File: src/rtl/rmq_pkg.sv
package rmq_pkg;

  localparam int unsigned VAL_W     = 32;
  localparam int unsigned IDX_W     = 10;
  localparam int unsigned CFG_LEN_W = 11;

  localparam logic [CFG_LEN_W-1:0] LEN_RESET = 11'd1024;

  localparam logic CMD_WRITE = 1'b0;
  localparam logic CMD_QUERY = 1'b1;

  typedef logic signed [VAL_W-1:0] value_t;

  localparam value_t INT_MIN = 32'sh8000_0000;

  typedef struct packed {
    logic             cmd;
    logic [IDX_W-1:0] element_index;
    value_t           element_value;
    logic [IDX_W-1:0] range_start;
    logic [IDX_W-1:0] range_end;
  } in_word_t;

  typedef struct packed {
    value_t max_value;
    logic   empty_res;
  } out_word_t;

  function automatic value_t smax(input value_t a, input value_t b);
    return (a > b) ? a : b;
  endfunction

endpackage

File: src/rtl/rmq_ctrl.sv
module rmq_ctrl #(
  parameter int unsigned LEAVES = 1024
) (
  input  logic                                  clk_i,
  input  logic                                  rst_ni,
  input  logic [rmq_pkg::CFG_LEN_W-1:0]         array_length_i,
  input  logic                                  in_valid_i,
  output logic                                  in_stall_o,
  input  rmq_pkg::in_word_t                     in_data_i,
  output logic                                  res_valid_o,
  input  logic                                  res_ready_i,
  output rmq_pkg::out_word_t                    res_o,
  output logic                                  mem_we_o,
  output logic [$clog2(2*LEAVES)-1:0]           mem_waddr_o,
  output rmq_pkg::value_t                       mem_wdata_o,
  output logic                                  mem_re_o,
  output logic [$clog2(2*LEAVES)-1:0]           mem_raddr_o,
  input  rmq_pkg::value_t                       mem_rdata_i
);
  import rmq_pkg::*;

  localparam int unsigned AW = $clog2(2 * LEAVES);
  localparam int unsigned NW = AW + 1;
  localparam int unsigned CW = (NW > CFG_LEN_W) ? NW : CFG_LEN_W;
  localparam logic [AW-1:0] CLR_LAST = AW'(2 * LEAVES - 1);
  localparam logic [AW-1:0] ROOT     = AW'(1);
  localparam logic [CW-1:0] LEAVES_C = CW'(LEAVES);

  typedef enum logic [2:0] {
    ST_CLEAR,
    ST_IDLE,
    ST_UPD_RD,
    ST_UPD_WR,
    ST_QRY_L,
    ST_QRY_R,
    ST_DONE
  } state_e;

  state_e          state_q;
  logic [AW-1:0]   clr_q;
  logic [AW-1:0]   node_q;
  value_t          val_q;
  logic [NW-1:0]   l_q;
  logic [NW-1:0]   r_q;
  value_t          best_q;
  logic            empty_q;
  logic            pend_q;

  logic [CW-1:0]   len_ext;
  logic [CW-1:0]   eff_len;
  logic [CW-1:0]   idx_c;
  logic [CW-1:0]   lo_c;
  logic [CW-1:0]   hi_c;
  logic [CW-1:0]   hi_clip;
  logic            wr_ok;
  logic            q_ok;
  logic [NW-1:0]   l_init;
  logic [NW-1:0]   r_init;
  logic [AW-1:0]   leaf_addr;
  logic            accept;
  value_t          upd_max;
  value_t          best_cur;

  // Decode of the incoming word; the effective length is min(array_length, LEAVES).
  always_comb begin
    len_ext   = CW'(array_length_i);
    eff_len   = (len_ext < LEAVES_C) ? len_ext : LEAVES_C;
    idx_c     = CW'(in_data_i.element_index);
    lo_c      = CW'(in_data_i.range_start);
    hi_c      = CW'(in_data_i.range_end);
    wr_ok     = idx_c < eff_len;
    q_ok      = (lo_c <= hi_c) && (lo_c < eff_len);
    hi_clip   = (hi_c > eff_len - CW'(1)) ? eff_len - CW'(1) : hi_c;
    l_init    = NW'(lo_c + LEAVES_C);
    r_init    = NW'(hi_clip + LEAVES_C + CW'(1));
    leaf_addr = AW'(idx_c + LEAVES_C);
  end

  assign in_stall_o = (state_q != ST_IDLE);
  assign accept     = in_valid_i && !in_stall_o;
  assign upd_max    = smax(val_q, mem_rdata_i);
  assign best_cur   = pend_q ? smax(best_q, mem_rdata_i) : best_q;

  assign res_valid_o       = (state_q == ST_DONE);
  assign res_o.max_value   = best_q;
  assign res_o.empty_res   = empty_q;

  always_comb begin
    mem_we_o    = 1'b0;
    mem_waddr_o = clr_q;
    mem_wdata_o = INT_MIN;
    mem_re_o    = 1'b0;
    mem_raddr_o = node_q ^ ROOT;
    unique case (state_q)
      ST_CLEAR: begin
        mem_we_o = 1'b1;
      end
      ST_IDLE: begin
        mem_we_o    = accept && (in_data_i.cmd == CMD_WRITE) && wr_ok;
        mem_waddr_o = leaf_addr;
        mem_wdata_o = in_data_i.element_value;
      end
      ST_UPD_RD: begin
        // The path value is carried in val_q, so only the sibling is read.
        mem_re_o = (node_q != ROOT);
      end
      ST_UPD_WR: begin
        mem_we_o    = 1'b1;
        mem_waddr_o = node_q >> 1;
        mem_wdata_o = upd_max;
      end
      ST_QRY_L: begin
        mem_re_o    = (l_q < r_q) && l_q[0];
        mem_raddr_o = AW'(l_q);
      end
      ST_QRY_R: begin
        mem_re_o    = r_q[0];
        mem_raddr_o = AW'(r_q - NW'(1));
      end
      ST_DONE: begin
        mem_we_o = 1'b0;
      end
      default: begin
        mem_we_o = 1'b0;
      end
    endcase
  end

  always_ff @(posedge clk_i or negedge rst_ni) begin
    if (!rst_ni) begin
      state_q <= ST_CLEAR;
      clr_q   <= '0;
      node_q  <= ROOT;
      val_q   <= INT_MIN;
      l_q     <= '0;
      r_q     <= '0;
      best_q  <= INT_MIN;
      empty_q <= 1'b0;
      pend_q  <= 1'b0;
    end else begin
      unique case (state_q)
        ST_CLEAR: begin
          clr_q <= clr_q + AW'(1);
          if (clr_q == CLR_LAST) begin
            state_q <= ST_IDLE;
          end
        end
        ST_IDLE: begin
          if (accept) begin
            if (in_data_i.cmd == CMD_WRITE) begin
              if (wr_ok) begin
                node_q  <= leaf_addr;
                val_q   <= in_data_i.element_value;
                state_q <= ST_UPD_RD;
              end
            end else if (q_ok) begin
              l_q     <= l_init;
              r_q     <= r_init;
              best_q  <= INT_MIN;
              empty_q <= 1'b0;
              pend_q  <= 1'b0;
              state_q <= ST_QRY_L;
            end else begin
              best_q  <= INT_MIN;
              empty_q <= 1'b1;
              state_q <= ST_DONE;
            end
          end
        end
        ST_UPD_RD: begin
          state_q <= (node_q == ROOT) ? ST_IDLE : ST_UPD_WR;
        end
        ST_UPD_WR: begin
          val_q   <= upd_max;
          node_q  <= node_q >> 1;
          state_q <= ST_UPD_RD;
        end
        ST_QRY_L: begin
          // Folds in the right-hand read of the previous level, then tests the bounds.
          best_q <= best_cur;
          pend_q <= l_q[0];
          state_q <= (l_q < r_q) ? ST_QRY_R : ST_DONE;
        end
        ST_QRY_R: begin
          best_q  <= best_cur;
          pend_q  <= r_q[0];
          l_q     <= (l_q + NW'(l_q[0])) >> 1;
          r_q     <= (r_q - NW'(r_q[0])) >> 1;
          state_q <= ST_QRY_L;
        end
        ST_DONE: begin
          if (res_ready_i) begin
            state_q <= ST_IDLE;
          end
        end
        default: begin
          state_q <= ST_IDLE;
        end
      endcase
    end
  end

endmodule

File: config.mk
export PLATFORM = sky130hd
export DESIGN_NAME = rmq_ctrl
export DESIGN_NICKNAME = d
export VERILOG_FILES = /design/src/rtl/rmq_pkg.sv /design/src/rtl/rmq_ctrl.sv
export SDC_FILE = /design/constraint.sdc
export NUM_CORES = 1
export LEC_CHECK = 0
export ABC_AREA = 1
export BUFFER_PORTS_ARGS = -buffer_cell sky130_fd_sc_hd__buf_4
export CAP_MARGIN = 15
export CORE_ASPECT_RATIO = 0.9
export CORE_MARGIN = 2
export CORE_UTILIZATION = 31
export CTS_CLUSTER_SIZE = 20
export DETAILED_ROUTE_END_ITERATION = 10
export SLEW_MARGIN = 20
export SYNTH_ARGS = -nofsm -noshare
export SYNTH_HDL_FRONTEND = slang
export SYNTH_SLANG_ARGS = --single-unit
File: constraint.sdc
create_clock -name clk_i -period 6 [get_ports clk_i]
set_input_delay 1.2 -clock clk_i [delete_from_list [all_inputs] [get_ports clk_i]]
set_output_delay 1.2 -clock clk_i [all_outputs]
set_load 0.01 [all_outputs]
# Word level (Yosys, flattened, before mapping)
# Cells that the tools add are included.
[totals]
inputBits = 110
reg_bits = 115
output_inout_bits = 91
wordCells = 110
[op_classes]
mux = 43
addsub = 9
n_eq_ne = 20
n_lt_le_gt_ge = 8
reduce_logical = 19
n_bitwise = 2
[op_table]
columns = ["cell", "n"]
rows = [
  ["2-to-1 mux 32 bit", 8],
  ["one-hot mux 32 bit (2 select lines)", 3],
  ["2-to-1 mux 12 bit", 7],
  ["one-hot mux 11 bit (2 select lines)", 3],
  ["> comparator 32 bit", 2],
  ["one-hot mux 12 bit (2 select lines)", 2],
  ["2-to-1 mux 11 bit", 4],
  ["less-than comparator 10 x 11 -> 1 bit", 2],
  ["one-hot mux 3 bit (7 select lines)", 1],
  ["AND reduction 4 bit", 4],
  ["2-to-1 mux 3 bit", 5],
  ["!= test 2 bit, second input constant", 7],
  ["adder 10 x 11 -> 12 bit, second input constant", 1],
  ["adder 12 x 1 -> 12 bit", 1],
  ["adder 12 x 1 -> 12 bit, second input constant", 1],
  ["adder 12 x 11 -> 12 bit, second input constant", 1],
  ["> comparator 10 x 12 -> 1 bit", 1],
  ["less-than comparator 12 bit", 1],
  ["subtractor 11 x 1 -> 12 bit, second input constant", 1],
  ["subtractor 12 x 1 -> 12 bit", 1],
  ["adder 10 x 11 -> 11 bit, second input constant", 1],
  ["adder 11 x 1 -> 11 bit, second input constant", 1],
  ["== test 11 x 1 -> 1 bit, second input constant", 1],
  ["== test 11 bit, second input constant", 1],
  ["23 further kinds", 41],
]

# Logic depth before layout (Yosys ltp)
# Gate-level depths: netlist of the first run.
[logic_depth]
depth_word = 11
depth_mapped = 29
ltp_nobuf = 28

# Least setup slack after synthesis of the first run
# OpenSTA, ideal clock, no wires.
[synth_path]
kind = "input -> output"
from = "input port mem_rdata_i[31]"
to = "output port mem_wdata_o[0]"
stages = 12
required_time_ps = 4800
setup_slack_ps = 1884
path_buffers = 1
arrival_time_ps = 2916
path_cell_list = "inv_1 > ha_1 > nand2_1 > inv_1 > nand3_1 > nor4_1 > nand2_1 > nand3_1 > clkbuf_1 > nand4_1 > nand3_1 > nand2_1"
[synth_via]
elab_chain_len = 3
[synth_rtl]
columns = ["element", "line", "text"]
rows = [
  ["from (decl)", "rmq_ctrl.sv:18", "input rmq_pkg::value_t mem_rdata_i"],
  ["> comparator 32 bit", "rmq_pkg.sv:30", "return (a > b) ? a : b;"],
  ["2-to-1 mux 32 bit", "rmq_pkg.sv:30", ""],
  ["one-hot mux 32 bit (2 select lines)", "rmq_ctrl.sv:94", "unique case (state_q)"],
  ["to (decl)", "rmq_ctrl.sv:15", "output rmq_pkg::value_t mem_wdata_o,"],
]
# No other way between the ends.

# Worst setup path after layout of the first run
[layout_path]
from = "input port mem_rdata_i[31]"
to = "output port mem_wdata_o[14]"
# The elaborated chain is that of the path after synthesis.

==> results.md, run 1 <==
- Hold Path Class: flip-flop to flip-flop
- Router iterations before antenna repair: 6
- Kind of critical path: input port to output port
- Core ar.: 33030 um2
- Layout area overhead: 23.96%
- Hold depth: 2
- Final #Nets: 1978
- Worst vdd ir: 0.0002058 V
- Setup TNS Final: 0 ns
- N_diodes: 0
- Post-Layout Cell Count: 2190
- Worst r2r path cells: 9
- I/O Buffers: 200
- DIE WIDTH: 197.2 um
- Number of synthesized flops with an enable pin: 0
- Synth Area in Simple Gates: 35.89%
- Largest net degree at the start of global routing: 63
- Post-synth net total: 1808
- Post-Syn Area: 10410 um2
- Synth Area in Adders: 13.58%
- Sw frac: 49.62%
- Largest cells by area after synthesis: dfrtp_1 27%, nand2_1 21%, ha_1 14%
- FP Rows: 63
- Die H: 177.8 um
- Io pins: 201
- Final min period: 5.104 ns
- Internal power: 3.181 mW
- Top-count cell post-synth: nand2_1
- Switch Pwr: 3.133 mW
- Syn_area_per_cell: 6.567 um2
- Hpwl dp: 27630 um
- CTS Root Buffer Type: clkbuf_16
- Critical Path Sink Type: output port
- Max Transition Viols Final: 0
- Final WL: 36590 um
- Synth warnings: 0
- Critical Path Source Type: input port
- Starting Density: 31.51%
- Number of global-route vias before repair: 10.48k
- Cell taking the most area after synthesis: dfrtp_1
- DP Cell Count: 2158
- Flops & latches, synth: 114
- Ys async rst share: 100.0%
- Die Footprint: 35060 um2
- DRC errors left: 0
- Final core utilization: 39.07%
- Clock transition at the registers of the reported paths: 0.06 ns
- CTS tree: done
- CP max FO: 24
- Xor and xnor area share after synthesis: 1.515%
- Cells after Synth: 1585
- Via count: 11.29k
- Post-synth top area share: 26.69%
- Sequential power share: 24.0%
- Max Cap Violations: 0
- Main combinational cell family by area after synthesis: simple AND/OR/NAND/NOR gates
- Top cells by count, synth: 570 x nand2_1, 211 x inv_1, 113 x ha_1
- Overflow after GRT: 0
- Status: completed
- Clock share of power: 17.6%
- Initial antenna violation count: 0
- Clk_lat worst skew: 0.43 ns
- Postcts setup bufs: 0
- First-pass GRT wire length: 57100 um
- Power per cell area: 489.4 nW/um2
- Cts hold-fix bufs: 0
- Main flop type after synthesis: dfrtp_1
- Final-report hold violation count: 0
- Slew Limit Headroom: 35.03%
- Seq/Total Area, Yosys: 27.44%
- Final setup skew: 0.01821 ns
- RSZ-0062 raised after global routing: false
- Mux cell area share after synthesis: 0%
- Wirelength per Cell: 16.71 um
- # resized after CTS: 0
- Sink Count: 114
- Vias per cell: 5.157
- Gr usage total: 20.81%
- Post-route antenna net violation count: 0
- Final Cycle Share: 85.07%
- Starting DRC count in detailed routing: 941
- Clk buf depth: 2
- Cts bufs inserted: 17
- Combinational power share: 58.4%
- Layout cells sized above 1: 16.35%
- Compound-cell area share of the yosys netlist: 11.02%
- Tightest Pin Transition: 0.9731 ns
- CP required: 4.80 ns
- Placer Congestion: 0.9518
- Synth cell types: 52
- FMAX: 195.9 MHz
- Final setup fails: 0
- WP data arrival: 3.90 ns
- H-tree depth: 4
- Leakage: 7.305 nW
## path summary, 6_finish.rpt
check	start	slack, ns	to
max reg2reg	state_q[2]	2.54	node_q[3]
min in group asynchronous	rst_ni	0.88	best_q[14]
min reg2reg	val_q[31]	0.49	val_q[31]
min	val_q[31]	0.49	val_q[31]
max in group asynchronous	rst_ni	3.84	r_q[0]
max	mem_rdata_i[31]	0.90	mem_wdata_o[14]
## registers in the layout (all words and copies together) (netlist names), 3 cells and up
signal / cells
l_q: 11
val_q: 32
best_q: 32
node_q: 11
state_q: 3
r_q: 12
clr_q: 11
## power groups by stage
| stage | Clock, mW | Combinational [mW] | Sequential (mW) |
|---|---|---|---|
| 3_3_place_gp | 0 | 3.61 | 1.51 |
| 4_1_cts | 1.12 | 3.68 | 1.51 |
| 3_5_place_dp | 0 | 3.66 | 1.52 |
| 6_report | 1.11 | 3.69 | 1.51 |
| 2_1_floorplan | 0 | 2.30 | 1.45 |
| 5_1_grt | 1.16 | 4.15 | 1.56 |
## logic make-up after synthesis
kind of cell,after synthesis
AO/OA/AOI/OAI,192
XOR/XNOR,18
adder cells (fa/ha/maj),113
buffers and inverters,281
flip-flops,114
AND/OR/NAND/NOR,867
## cells in the final DEF (no fill, tap or decap), drive strengths merged, types with 2 or more instances in the layout
| master | count |
|---|---|
| or2 | 4 |
| a21o | 3 |
| a31oi | 16 |
| dfstp | 3 |
| ha | 113 |
| o22ai | 3 |
| nor4 | 6 |
| o41ai | 2 |
| clkbuf | 17 |
| a22oi | 2 |
| clkinvlp | 2 |
| xor2 | 17 |
| dfrtp | 111 |
| o21ai | 57 |
| nand3 | 85 |
| nor2 | 90 |
| o211ai | 21 |
| a221oi | 2 |
| nor3 | 14 |
| nand4 | 84 |
| nand3b | 3 |
| bufinv | 3 |
| o21a | 2 |
| o2111ai | 4 |
| o221ai | 2 |
| buf | 215 |
| nand2 | 580 |
| clkinv | 5 |
| inv | 222 |
| a21oi | 70 |
| a21boi | 2 |
## layout make-up
class / instances / area, um2
Fill cell: 3466 / 20130
Multi-Input combinational cell: 1190 / 6467
Sequential cell: 114 / 2856
Timing Repair Buffer: 215 / 1614
Inverter: 217 / 814.5
Tap cell: 422 / 528.0
Clock buffer: 17 / 425.4
Clock inverter: 15 / 196.4
## through the flow
step                      worst slack [ns]  hold WS (ns)  cell area [um2]  total power [mW]
after floorplan                      1.884        0.4488            10410             3.743
after global placement              0.8921        0.4756            12280             5.125
after detailed placement            0.8842        0.4759            12280             5.180
after CTS                           0.8790        0.4877            12900             6.306
after global routing                0.6385        0.5010            12900             6.872
final                               0.8957        0.4894            12900             6.314
## routing by layer
layer | up-vias | track usage, % | part of all wire, %
met1 | 5283 | 29.45 | 48
met2 | 440 | 32.76 | 44
met5 | - | 0 | 0
li1 | 5534 | - | -
met3 | 36 | 3.725 | 7.0
met4 | 0 | 5.044 | 1.6
## critical path: stages
cell     delay [ns]
buf_4          0.08
inv_1          0.10
ha_1           0.37
nand2_1        0.08
inv_1          0.06
nand3_1        0.09
nor4_1         0.44
nand2_1        0.13
nand2_1        0.08
nand2_1        0.06
nand3_1        0.26
buf_4          0.38
nand2_1        0.15
nand3_1        0.16
nand2_1        0.09
buf_4          0.15
(Power assumes the default switching activity.)
==> run 2, diff against run 1 <==
--- a/config.mk
+++ b/config.mk
@@ -8,11 +8,14 @@
 export ABC_AREA = 1
 export BUFFER_PORTS_ARGS = -buffer_cell sky130_fd_sc_hd__buf_4
 export CAP_MARGIN = 15
-export CORE_ASPECT_RATIO = 0.9
+export CELL_PAD_IN_SITES_DETAIL_PLACEMENT = 0
+export CELL_PAD_IN_SITES_GLOBAL_PLACEMENT = 1
+export CORE_ASPECT_RATIO = 1.1
 export CORE_MARGIN = 2
 export CORE_UTILIZATION = 31
 export CTS_CLUSTER_SIZE = 20
 export DETAILED_ROUTE_END_ITERATION = 10
+export PLACE_DENSITY_LB_ADDON = 0.1
 export SLEW_MARGIN = 20
 export SYNTH_ARGS = -nofsm -noshare
 export SYNTH_HDL_FRONTEND = slang
==> run 2 against run 1 <==
Compared with the run above: register-to-register slack got worse by 0.31 ns; critical path type unchanged; clock power is essentially flat; wire length grew 7.3%; power increased by 0.66%; highest routed layer unchanged; final cell count increased by 0.64%; combinational power is essentially flat; critical endpoint is now mem_wdata_o[1]; critical path depth decreased by 1; via count down 3.6%; largest cell class unchanged; die area about the same; largest power group unchanged.
==> results.md, run 2 (synthesis results as in run 1) <==
- # fillers: 3567
- Final #Nets: 1981
- Clock transition at the registers of the reported paths: 0.06 ns
- Kind of critical path: input port to output port
- CTS tree: done
- Placer Congestion: 0.9181
- Core ar.: 33190 um2
- Clock share of power: 17.5%
- Sink Count: 114
- Final min period: 5.113 ns
- Worst setup path startpoint: mem_rdata_i[31]
- Commonest non-fill, non-tap cell in the layout: nand2_1
- Final WL: 39260 um
- Sw frac: 49.00%
- Overflow after GRT: 0
- Slew Limit Headroom: 40.46%
- CTS Root Buffer Type: clkbuf_16
- Vias per cell: 4.938
- Postcts setup bufs: 0
- Status: completed
- Cell Area, Placed: 12320 um2
- Hold Path Class: flip-flop to flip-flop
- RSZ-0062 raised after global routing: false
- WP data arrival: 3.91 ns
- Final setup skew: 0.009338 ns
- CP max FO: 33
- Final setup fails: 0
- Top flop regs: best_q x32, val_q x32, r_q x12
- Hold path start: pend_q
- Sequential power share: 23.9%
- Largest net degree at the start of global routing: 64
- Initial antenna violation count: 1
- Area of the multi-input gates: 6467 um2
- Io pins: 201
- Switch Pwr: 3.114 mW
- Router iterations before antenna repair: 7
- Number of global-route vias before repair: 10.65k
- Final Cycle Share: 85.21%
- Hpwl dp: 30310 um
- H-tree depth: 4
- Layout cells sized above 1: 16.37%
- Tightest Pin Transition: 0.8930 ns
- Starting Density: 31.36%
- Clk_lat worst skew: 0.43 ns
- Cts bufs inserted: 17
- Worst vdd ir: 0.0002272 V
- Final-report hold violation count: 0
- Register area: 2856 um2
- Most frequent cells in the layout: 570 x nand2_1, 218 x buf_4, 211 x inv_1
- Setup TNS Final: 0 ns
- Starting DRC count in detailed routing: 661
- Max Transition Viols Final: 0
- FMAX: 195.6 MHz
- Layout area overhead: 24.31%
- Die H: 196.2 um
- R2R setup slack: 2.23 ns
- Cts hold-fix bufs: 0
- Internal power: 3.241 mW
- # resized after CTS: 0
- CP required: 4.80 ns
- DRC errors left: 0
- Gr usage total: 22.54%
- Via count: 10.88k
- Wirelength per Cell: 17.81 um
- Leakage: 7.322 nW
- FP Rows: 70
- First-pass GRT wire length: 60300 um
- Power per cell area: 491.2 nW/um2
- Clk buf depth: 2
- Critical Path Sink Type: output port
- I/O Buffers: 200
- Die Footprint: 35060 um2
- Final std cell area, no fill: 12940 um2
- RR Startpoint: best_q[31]
- Max Cap Violations: 0
- DIE WIDTH: 178.7 um
- Combinational power share: 58.6%
- Critical Path Source Type: input port
- Post-route antenna net violation count: 0
run 2: cell types whose count changed in the layout (fill, tap and decap cells not counted):
cell,previous run,this run
buf_4,215,218
bufinv_16,3,4
clkinv_2,1,5
inv_6,4,0
diode_2,0,1
inv_8,3,0
clkbuf_1,0,2
clkinv_4,2,0
clkbuf_8,0,2
run 2: final cells by class:
type | instances | area share (%)
diodes | 1 | 0.01934
clock buffers | 21 | 3.559
clock inverters | 11 | 1.238
inverters | 217 | 6.295
multi-input cells | 1190 | 49.99
flip-flops and latches | 114 | 22.08
well taps | 432 | 4.178
repair buffers | 218 | 12.65
run 2: metal layers:
layer	vias up	share of wire, %	GRT usage (%)	wire length [um]
li1	5521	-	-	-
met1	5023	42	27.34	16340
met2	285	50	39.83	19800
met3	55	4.6	3.450	1812
met4	0	3.3	8.491	1302
met5	-	0	0	0
run 2: critical path, cell delays in order:
cell     delay, ns
buf_4         0.08
inv_1         0.11
ha_1          0.38
nand2_1       0.09
inv_1         0.06
nand3_1       0.10
nor4_1        0.36
nand4_1       0.12
buf_4         0.28
nand3_1       0.46
buf_4         0.28
nand2_1       0.07
nand3_1       0.11
nand2_1       0.06
buf_4         0.14
run 2: final timing paths:
check / endpoint / cells after the start
setup reg to reg: best_q[17] / 12
min in group asynchronous: best_q[9] / 1
max in group asynchronous: val_q[26] / 2
hold / removal: pend_q / 1
setup / recovery: mem_wdata_o[1] / 15
hold reg to reg: pend_q / 1
run 2: power groups by stage:
stage | sequential (mW) | combinational [mW] | clock (mW)
after global placement | 1.54 | 3.74 | 0
after floorplan | 1.45 | 2.30 | 0
after detailed placement | 1.54 | 3.74 | 0
after global routing | 1.57 | 4.21 | 1.17
final | 1.52 | 3.72 | 1.11
after CTS | 1.53 | 3.76 | 1.13
run 2: stage by stage:
step                utilization [%]  hold WS [ns]  worst slack [ns]  power (mW)  instances
floorplan                         -        0.4488             1.884       3.743       1585
global placement              37.10        0.4769            0.8823       5.278       2171
detailed placement            37.10        0.4792            0.8630       5.276       2171
CTS                           38.97        0.4953            0.8591       6.416       2203
global route                  38.98        0.5075            0.5247       6.952       2204
finish                        38.98        0.4892            0.8873       6.356       2204
==> run 3, diff against run 2 <==
==> constraint.sdc (replaced) <==
create_clock -name clk_i -period 6.43 [get_ports clk_i]
set_input_delay 1.286 -clock clk_i [delete_from_list [all_inputs] [get_ports clk_i]]
set_output_delay 1.286 -clock clk_i [all_outputs]
set_load 0.01 [all_outputs]
==> run 3 against run 2 <==
Compared with the run above: clock skew about the same; power decreased by 7.4%; critical path depth unchanged; via count increased by 0.54%; global-route usage decreased by 0.24 points; first-iteration DRC count increased by 3.3%; final cell count about the same; register-to-register slack improved by 0.43 ns; highest routed layer unchanged; sequential cell count unchanged; sequential power decreased by 7%.
==> results.md, run 3 (synthesis results as in run 1) <==
- Max Transition Viols Final: 0
- Commonest non-fill, non-tap cell in the layout: nand2_1
- Router iterations before antenna repair: 5
- Final core utilization: 38.90%
- Worst setup path endpoint: mem_wdata_o[15]
- Worst vdd ir: 0.0002255 V
- Tightest Pin Transition: 0.9050 ns
- Most frequent cells in the layout: 570 x nand2_1, 217 x buf_4, 211 x inv_1
- Final std cell area, no fill: 12910 um2
- # fillers: 3585
- Clk_lat worst skew: 0.43 ns
- Cts hold-fix bufs: 0
- Post-route antenna net violation count: 0
- RSZ-0062 raised after global routing: false
- Io pins: 201
- Top flop regs: best_q x32, val_q x32, r_q x12
- WP data arrival: 4.14 ns
- Final-report hold violation count: 0
- Clk buf depth: 2
- Final #Nets: 1980
- Gr usage total: 22.29%
- H-tree depth: 4
- FMAX: 184.4 MHz
- GRT busiest layer: met2
- # resized after CTS: 0
- Core ar.: 33190 um2
- Number of global-route vias before repair: 10.54k
- CP required: 5.14 ns
- Worst r2r path cells: 12
- Final min period: 5.424 ns
- Final setup fails: 0
- CTS Root Buffer Type: clkbuf_16
- Met1 usage: 27.17%
- Clock transition at the registers of the reported paths: 0.06 ns
- Critical Path Source Type: input port
- Placer Congestion: 0.9000
- Hold Path Class: flip-flop to flip-flop
- Final Cycle Share: 84.35%
- Postcts setup bufs: 0
- Vias per cell: 4.970
- R2R setup slack: 2.66 ns
- CP max FO: 33
- I/O Buffers: 200
- Grt met3 use: 3.178%
- Layout area overhead: 24.04%
- Die H: 196.2 um
- Worst setup path startpoint: mem_rdata_i[31]
- Final WL: 39030 um
- Wirelength per Cell: 17.72 um
- N_diodes: 0
- Critical Path Sink Type: output port
- Layout cells sized above 1: 16.38%
- Starting DRC count in detailed routing: 683
- Largest net degree at the start of global routing: 63
- Overflow after GRT: 0
- Setup TNS Final: 0 ns
- Status: completed
- Starting Density: 31.36%
- Slew Limit Headroom: 39.49%
- Cts bufs inserted: 17
- Leakage: 7.296 nW
- Sink Count: 114
- Kind of critical path: input port to output port
- FP Rows: 70
- DIE WIDTH: 178.7 um
- First-pass GRT wire length: 59890 um
- Initial antenna violation count: 0
- Via count: 10.94k
- Final setup skew: 0.009749 ns
- CTS tree: done
- Cell Area, Placed: 12310 um2
- Die Footprint: 35060 um2
- RR Startpoint: best_q[31]
- Max Cap Violations: 0
- Met2 usage: 39.87%
- DRC errors left: 0
- Hpwl dp: 30070 um
- Worst R2R End: best_q[22]
- Power per cell area: 455.7 nW/um2
==> run 3: worst min path at each step <==
| stage | startpoint | to | cells past startpoint |
|---|---|---|---|
| final | val_q[31] | val_q[31] | 2 |
| after global routing | val_q[0] | val_q[0] | 2 |
| after CTS | clr_q[6] | clr_q[6] | 1 |
| after detailed placement | val_q[0] | val_q[0] | 2 |
| after global placement | val_q[0] | val_q[0] | 2 |
| after floorplan | val_q[0] | val_q[0] | 2 |
==> run 3: worst max-delay path, cell delays in order <==
cell	delay [ns]
buf_4	0.07
inv_1	0.11
ha_1	0.37
nand2_1	0.09
inv_1	0.06
nand3_1	0.10
nor4_1	0.46
nand4_1	0.14
buf_4	0.27
nand3_1	0.38
buf_4	0.35
nand2_1	0.10
nand3_1	0.10
nand2_1	0.07
buf_4	0.14
==> run 3: area by class of cell <==
class                      instances  area (um2)  share of cell area [%]
clock inverter                    13       160.2                   1.240
timing repair buffer             217        1629                   12.62
sequential                       114        2856                   22.12
clock buffer                      19       442.9                   3.431
multi-input combinational       1190        6467                   50.09
inverter                         217       814.5                   6.309
tap                              432       540.5                   4.186
==> run 3: report_power, final <==
group          switching, mW  internal [mW]  total (mW)
combinational           2.17           1.29        3.47
clock                  0.379          0.619       0.998
sequential             0.360           1.06        1.42
==> run 3: per-layer routing <==
layer	up-vias	wire, um
met5	-	0
met4	0	1048
met3	48	1666
met2	269	19820
met1	5094	16500
li1	5532	-
==> run 3: per-stage QoR <==
stage | power [mW] | setup slack, ns | hold slack [ns] | std cells
2_1_floorplan | 3.493 | 2.142 | 0.4488 | 1585
3_3_place_gp | 4.919 | 0.9538 | 0.4697 | 2170
3_5_place_dp | 4.926 | 0.9600 | 0.4811 | 2170
4_1_cts | 5.944 | 0.9513 | 0.4948 | 2202
5_1_grt | 6.420 | 0.6802 | 0.5127 | 2202
6_report | 5.884 | 1.006 | 0.4915 | 2202
